--- src/rtl/sorted_list_insert_find_macros.svh ---
// Assertion macros used by the sorted list top level.
// No dependencies; included by the top level, which carries concurrent checks.
`ifndef SORTED_LIST_INSERT_FIND_MACROS_SVH
`define SORTED_LIST_INSERT_FIND_MACROS_SVH

// Check that a condition implies a property in the same cycle.
`define SLIF_ASSERT_SAME(label, clk, rstn, ante, cons, msg) \
    label: assert property (@(posedge clk) disable iff (!rstn) (ante) |-> (cons)) \
        else $error(msg);

// Check that a condition implies a property in the following cycle.
`define SLIF_ASSERT_NEXT(label, clk, rstn, ante, cons, msg) \
    label: assert property (@(posedge clk) disable iff (!rstn) (ante) |=> (cons)) \
        else $error(msg);

`endif

--- src/rtl/slif_pkg.sv ---
// Shared types and constants of the sorted list block.
// No dependencies; used by the cell and the top level.
package slif_pkg;

    localparam int VALUE_W      = 32;
    localparam int POS_W        = 4;
    localparam int COUNT_W      = 5;
    localparam int STATUS_W     = 2;
    localparam int CAPACITY_DEF = 16;

    // Operation codes carried in the input tuser
    localparam logic OP_INSERT = 1'b0;
    localparam logic OP_FIND   = 1'b1;

    // Result status codes
    localparam logic [STATUS_W-1:0] ST_INSERTED  = 2'd0;
    localparam logic [STATUS_W-1:0] ST_REJECTED  = 2'd1;
    localparam logic [STATUS_W-1:0] ST_FOUND     = 2'd2;
    localparam logic [STATUS_W-1:0] ST_NOT_FOUND = 2'd3;

    // What one cell shows its right-hand neighbor and the top level
    typedef struct packed {
        logic               valid;
        logic               take;
        logic               match;
        logic               take_edge;
        logic               match_edge;
        logic [VALUE_W-1:0] value;
    } slif_link_t;

endpackage

--- src/rtl/sorted_list_insert_find.sv ---
// Sorted list top level: a row of CAPACITY cells that compare and shift together.
// Results are registered: a result appears in the cycle after its input beat is accepted.
// One beat per cycle while results drain; all cells compare and shift at once.
// Reset (aresetn low, synchronous) empties the list and drops any pending result.
`include "sorted_list_insert_find_macros.svh"

module sorted_list_insert_find #(
    parameter int CAPACITY = slif_pkg::CAPACITY_DEF
) (
    input  logic        aclk,
    input  logic        aresetn,
    input  logic        s_tvalid,
    output logic        s_tready,
    input  logic [31:0] s_tdata,   // [31:0] item_value
    input  logic        s_tuser,   // [0] opcode
    output logic        m_tvalid,
    input  logic        m_tready,
    output logic [15:0] m_tdata    // [1:0] status, [5:2] position, [10:6] entry_count
);

    localparam int IDX_W = (CAPACITY > 1) ? $clog2(CAPACITY) : 1;
    localparam int CNT_W = $clog2(CAPACITY + 1);

    slif_pkg::slif_link_t                links [CAPACITY];
    slif_pkg::slif_link_t                head_link;
    logic [CAPACITY-1:0]                 valid_vec;
    logic [CAPACITY-1:0]                 match_vec;
    logic [CNT_W-1:0]                    count_reg;
    logic [CNT_W-1:0]                    count_next;
    logic                                m_valid_reg;
    logic                                m_valid_next;
    logic [slif_pkg::STATUS_W-1:0]       status_reg;
    logic [slif_pkg::STATUS_W-1:0]       status_next;
    logic [slif_pkg::POS_W-1:0]          position_reg;
    logic [slif_pkg::POS_W-1:0]          position_next;
    logic [slif_pkg::COUNT_W-1:0]        entry_count_reg;
    logic [IDX_W-1:0]                    pos_idx;
    logic                                s_fire;
    logic                                full;
    logic                                insert_en;
    logic                                found;

    assign s_tready  = !m_valid_reg || m_tready;
    assign s_fire    = s_tvalid && s_tready;
    assign full      = links[CAPACITY-1].valid;
    assign insert_en = s_fire && (s_tuser == slif_pkg::OP_INSERT) && !full;

    // Boundary link ahead of the first cell: never takes, never matches
    assign head_link = '{valid: 1'b1, take: 1'b0, match: 1'b0,
                         take_edge: 1'b0, match_edge: 1'b0, value: '0};

    // Build the row of cells
    for (genvar i = 0; i < CAPACITY; i++) begin : g_cell
        slif_pkg::slif_link_t prev;
        if (i == 0) begin : g_head
            assign prev = head_link;
        end else begin : g_body
            assign prev = links[i-1];
        end
        slif_cell u_cell (
            .aclk       (aclk),
            .aresetn    (aresetn),
            .insert_en  (insert_en),
            .item_value (s_tdata),
            .prev_link  (prev),
            .link       (links[i])
        );
        assign valid_vec[i] = links[i].valid;
        assign match_vec[i] = links[i].match_edge;
    end

    // Encode the one-hot boundary of the selected operation into an index
    always_comb begin
        pos_idx = '0;
        for (int i = 0; i < CAPACITY; i++) begin
            if (s_tuser == slif_pkg::OP_INSERT) begin
                if (links[i].take_edge) begin
                    pos_idx = pos_idx | IDX_W'(i);
                end
            end else begin
                if (links[i].match_edge) begin
                    pos_idx = pos_idx | IDX_W'(i);
                end
            end
        end
    end

    assign found      = |match_vec;
    assign count_next = insert_en ? CNT_W'(count_reg + 1'b1) : count_reg;

    // Form the result of the accepted beat
    always_comb begin
        if (s_tuser == slif_pkg::OP_INSERT) begin
            if (full) begin
                status_next   = slif_pkg::ST_REJECTED;
                position_next = '0;
            end else begin
                status_next   = slif_pkg::ST_INSERTED;
                position_next = slif_pkg::POS_W'(pos_idx);
            end
        end else begin
            if (found) begin
                status_next   = slif_pkg::ST_FOUND;
                position_next = slif_pkg::POS_W'(pos_idx);
            end else begin
                status_next   = slif_pkg::ST_NOT_FOUND;
                position_next = '0;
            end
        end
    end

    // Hold the result until taken; load a new one on every accepted beat
    always_comb begin
        m_valid_next = m_valid_reg;
        if (s_fire) begin
            m_valid_next = 1'b1;
        end else if (m_tready) begin
            m_valid_next = 1'b0;
        end
    end

    always_ff @(posedge aclk) begin
        if (!aresetn) begin
            m_valid_reg <= 1'b0;
            count_reg   <= '0;
        end else begin
            m_valid_reg <= m_valid_next;
            count_reg   <= count_next;
        end
    end

    always_ff @(posedge aclk) begin
        if (s_fire) begin
            status_reg      <= status_next;
            position_reg    <= position_next;
            entry_count_reg <= slif_pkg::COUNT_W'(count_next);
        end
    end

    assign m_tvalid = m_valid_reg;
    assign m_tdata  = {5'd0, entry_count_reg, position_reg, status_reg};

    // Checks on the row and the count
    `SLIF_ASSERT_SAME(a_count_matches_valid, aclk, aresetn, 1'b1,
        $countones(valid_vec) == count_reg, "valid cells disagree with count")
    `SLIF_ASSERT_NEXT(a_insert_grows, aclk, aresetn, insert_en,
        count_reg == CNT_W'($past(count_reg) + 1'b1), "insert did not grow count")
    `SLIF_ASSERT_SAME(a_reject_only_full, aclk, aresetn,
        m_valid_reg && (status_reg == slif_pkg::ST_REJECTED),
        count_reg == CNT_W'(CAPACITY), "rejected insert while list not full")
    `SLIF_ASSERT_SAME(a_single_first_match, aclk, aresetn, 1'b1,
        $onehot0(match_vec), "more than one first match in the row")

endmodule

--- src/rtl/slif_cell.sv ---
// One storage cell of the sorted list row: holds one entry and its valid bit.
// Depends on slif_pkg for the link struct and the value width.
module slif_cell (
    input  logic                         aclk,
    input  logic                         aresetn,
    input  logic                         insert_en,
    input  logic [slif_pkg::VALUE_W-1:0] item_value,
    input  slif_pkg::slif_link_t         prev_link,
    output slif_pkg::slif_link_t         link
);

    logic                         valid_reg;
    logic                         valid_next;
    logic [slif_pkg::VALUE_W-1:0] value_reg;
    logic [slif_pkg::VALUE_W-1:0] value_next;
    logic                         take;
    logic                         match;

    // Compare the item against the held entry; empty cells always take
    assign take  = !valid_reg || ($signed(item_value) <= $signed(value_reg));
    assign match = valid_reg && (value_reg == item_value);

    assign link.valid      = valid_reg;
    assign link.take       = take;
    assign link.match      = match;
    assign link.take_edge  = take && !prev_link.take;
    assign link.match_edge = match && !prev_link.match;
    assign link.value      = value_reg;

    // Shift from the left neighbor, load the new item at the boundary, else hold
    always_comb begin
        valid_next = valid_reg;
        value_next = value_reg;
        if (insert_en) begin
            if (prev_link.take) begin
                valid_next = prev_link.valid;
                value_next = prev_link.value;
            end else if (take) begin
                valid_next = 1'b1;
                value_next = item_value;
            end
        end
    end

    always_ff @(posedge aclk) begin
        if (!aresetn) begin
            valid_reg <= 1'b0;
        end else begin
            valid_reg <= valid_next;
        end
    end

    always_ff @(posedge aclk) begin
        value_reg <= value_next;
    end

endmodule

--- config.mk ---
export PLATFORM = sky130hd
export DESIGN_NAME = sorted_list_insert_find
export DESIGN_NICKNAME = d
export VERILOG_FILES = /design/src/rtl/slif_pkg.sv /design/src/rtl/sorted_list_insert_find.sv /design/src/rtl/slif_cell.sv
export VERILOG_INCLUDE_DIRS = /design/src /design/src/rtl
export SDC_FILE = /design/constraint.sdc
export NUM_CORES = 2
export LEC_CHECK = 0
export ABC_CLOCK_PERIOD_IN_PS = 13700
export BUFFER_PORTS_ARGS = -buffer_cell sky130_fd_sc_hd__buf_2
export CORE_UTILIZATION = 55
export DETAILED_ROUTE_END_ITERATION = 10
export PLACE_DENSITY = 0.71
export SLEW_MARGIN = 20
export SYNTH_ARGS = -nofsm -noshare
export SYNTH_HDL_FRONTEND = slang
export SYNTH_HIERARCHICAL = 1
export SYNTH_SLANG_ARGS = --single-unit
export TNS_END_PERCENT = 20
--- constraint.sdc ---
create_clock -name aclk -period 13.7 [get_ports aclk]
set_clock_uncertainty 0.15 [all_clocks]
set_input_delay 0.685 -clock aclk [delete_from_list [all_inputs] [get_ports aclk]]
set_output_delay 0.685 -clock aclk [all_outputs]
set_load 0.03 [all_outputs]
==> impl_results.md <==
- Initial Util: 0.5554
- Reg2reg setup slack: ~9.5 ns
- Syn_area_per_cell: 11.36 sq um
- Post-cts gate resize count: 0
- DRC Markers: 0
- Status: completed
- Post-Place Cells: 4310
- RSZ-0062 raised after global routing: false
- Worst-skew pair later-pin latency: roughly 0.6 ns
- Met3 usage: 0.03435
- # nets final: about 4000
- Critical path's largest stage delay: around 0.60 ns
- Final period util: 0.3201
- Initial DRT Pass Iterations: 7
- Die area: 70320 sq um
- Vias per cell: around 5.8
- Fin worst setup slack: just over 9 ns
- Critical path capture point type: register
- GR peak layer: met2
- Ys Warns: 6
- Max Slew Vio Count: 0
- Vias in the first global route: about 27000
- Post-CTS Setup Bufs: 0
- Startpoint Class: input port
- Critical Path Start: s_tdata[26]
- Die Span Y: 265.2 um
- Hold buffers post-CTS: 0
- Crit path buf inv count: 2
- Post-Synthesis Cells: roughly 3400
- Leak: between 15 and 20 nW
- R2r worst-path depth: 12
- Worst Path Arrival: 4.56 ns
- Final Wtd Congestion: 0.9208
- Grt total ovfl: 0
- Power Total: about 4.3 mW
- Wire per inst: 18.53 um
- GRT met2 Usage: 0.4585
- Setup TNS: 0 ns
- Root Buffer: clkbuf_16
- Worst path top cell family by delay: simple AND/OR/NAND/NOR gates
- Area Overhead vs Synth: 9.929%
- First-pass GRT wire length: roughly 130 mm
- Critical path destination: position_reg[3]
- Tot GR Track Use: 0.2356
- Critical path depth in cells: 14
- Number of CTS-inserted buffers: 66
- F_max: around 230 MHz
- Final min period: between 4 and 5 ns
- Actual slew at the worst max-slew pin: about 1.0 ns
- Largest net degree at the start of global routing: between 40 and 50
- Core area: ~70000 sq um
- Clk sinks: between 500 and 600
- Crit-path cells: buf_2, ha_1, nand4_2, nor4_1, nand3_1, nand2_2, nor2_1, a21oi_4, buf_16, a211oi_1, nor4_1, a21oi_1, a2111oi_2, nor2_1
- Reg2reg end: g_cell[1].u_cell/value_reg[18]
- Max FFs per register: ~500
- Final wirelength: around 82 mm
- TritonCTS clock tree: done
- Crit-path slowest cell: nor4_1
- Final ANT Viol Nets: 0
- Ant. Diodes: 0
- Endpoints failing setup: 0
- Global Route met1 Usage: 0.2511
- Rel. slew slack: 0.3271
- Power per cell area: around 100 nW/um^2
- Detailed Route Iter0 Violations: 1235
- Max capacitance violation total: 0
- Layout cells sized above 1: 0.2444
- DP Wirelength: about 62 mm
- Critical Setup Path Class: in2reg
- Worst reg2reg path startpoint: g_cell[0].u_cell/value_reg[27]
- Fin. Hold Viols: 0
- DP Worst Slack: between 8 and 9 ns
- H-tree Lvls: 3
- Max Buffers Root-to-Sink: 3
- Max FO, Critical Path: 32
- Worst Hold Class: in2reg
- Rows: 96
- Port-buffer cells: 49
- Required @ worst endpoint: between 10 and 15 ns
- Initial antenna violation count: 0
- Synth Cell Area: approximately 38000 sq um
- Die width: 265.2 um
- Vias: 25500
- Layout Cells excl Fill: between 4000 and 5000
- Ports: 55
- Hold slack: 0.2599 ns
- Peak VDD IR: about 0.000056 V
- CTS clk-pin slew, worst paths: approximately 0.06 ns
## worst min-delay path by stage
stage | from | to | slack [ns] | depth (start not counted)
after floorplan | count_reg[4] | count_reg[4] | 0.30 | 2
after global placement | count_reg[4] | count_reg[4] | 0.31 | 2
after detailed placement | count_reg[4] | count_reg[4] | 0.33 | 2
after CTS | s_tvalid | m_tvalid | 0.23 | 3
after global routing | s_tvalid | m_tvalid | 0.25 | 3
final | s_tvalid | m_tvalid | 0.26 | 3
## routing by layer
metal	wire length, um	share of wire
met5	0	0
met4	2971	0.036
met3	2995	0.036
met2	44320	0.54
met1	31870	0.39
## stage by stage
stage / utilization / instance area [sq um]
after detailed placement: 0.5794 / 39740
after global placement: 0.5790 / 39710
after floorplan: - / 38240
after global routing: 0.6106 / 41880
final: 0.6106 / 41880
after CTS: 0.6085 / 41730
## final cells by class
class	instances	area, sq um
repair buffers	110	823.3
clock buffers	94	1828
clock inverters	24	167.7
multi-input cells	2118	19450
fillers	5295	26710
well taps	931	1165
inverters	611	2293
flip-flops and latches	545	16150
## cell usage in the layout, fill, tap and decap left out, types with 51 or more instances in the layout
cell type  instances
clkbuf_16         67
buf_4             55
nor3_1            59
edfxtp_1         523
nand2_1           99
a21oi_1          232
ha_1             513
nand4_1           51
mux2_2           496
inv_1            611
## worst reg2reg max path, cell delays in order, from the launching register on
cell	delay, ns
edfxtp_1	0.38
inv_1	0.06
ha_1	0.32
nand4_2	0.16
nor4_1	0.52
nand3_1	0.24
nand2_2	0.18
nor2_1	0.08
a21oi_4	0.52
buf_4	0.40
nor4_1	0.14
nor4b_4	0.28
buf_4	0.42
## where the power goes
part           internal [mW]  leakage, nW  switching (mW)  total [mW]
clock                  0.949        0.972           0.686        1.64
combinational          0.302         11.9           0.421       0.722
sequential              1.94         5.04          0.0411        1.99
No activity file was read; power rests on OpenSTA's default activity.
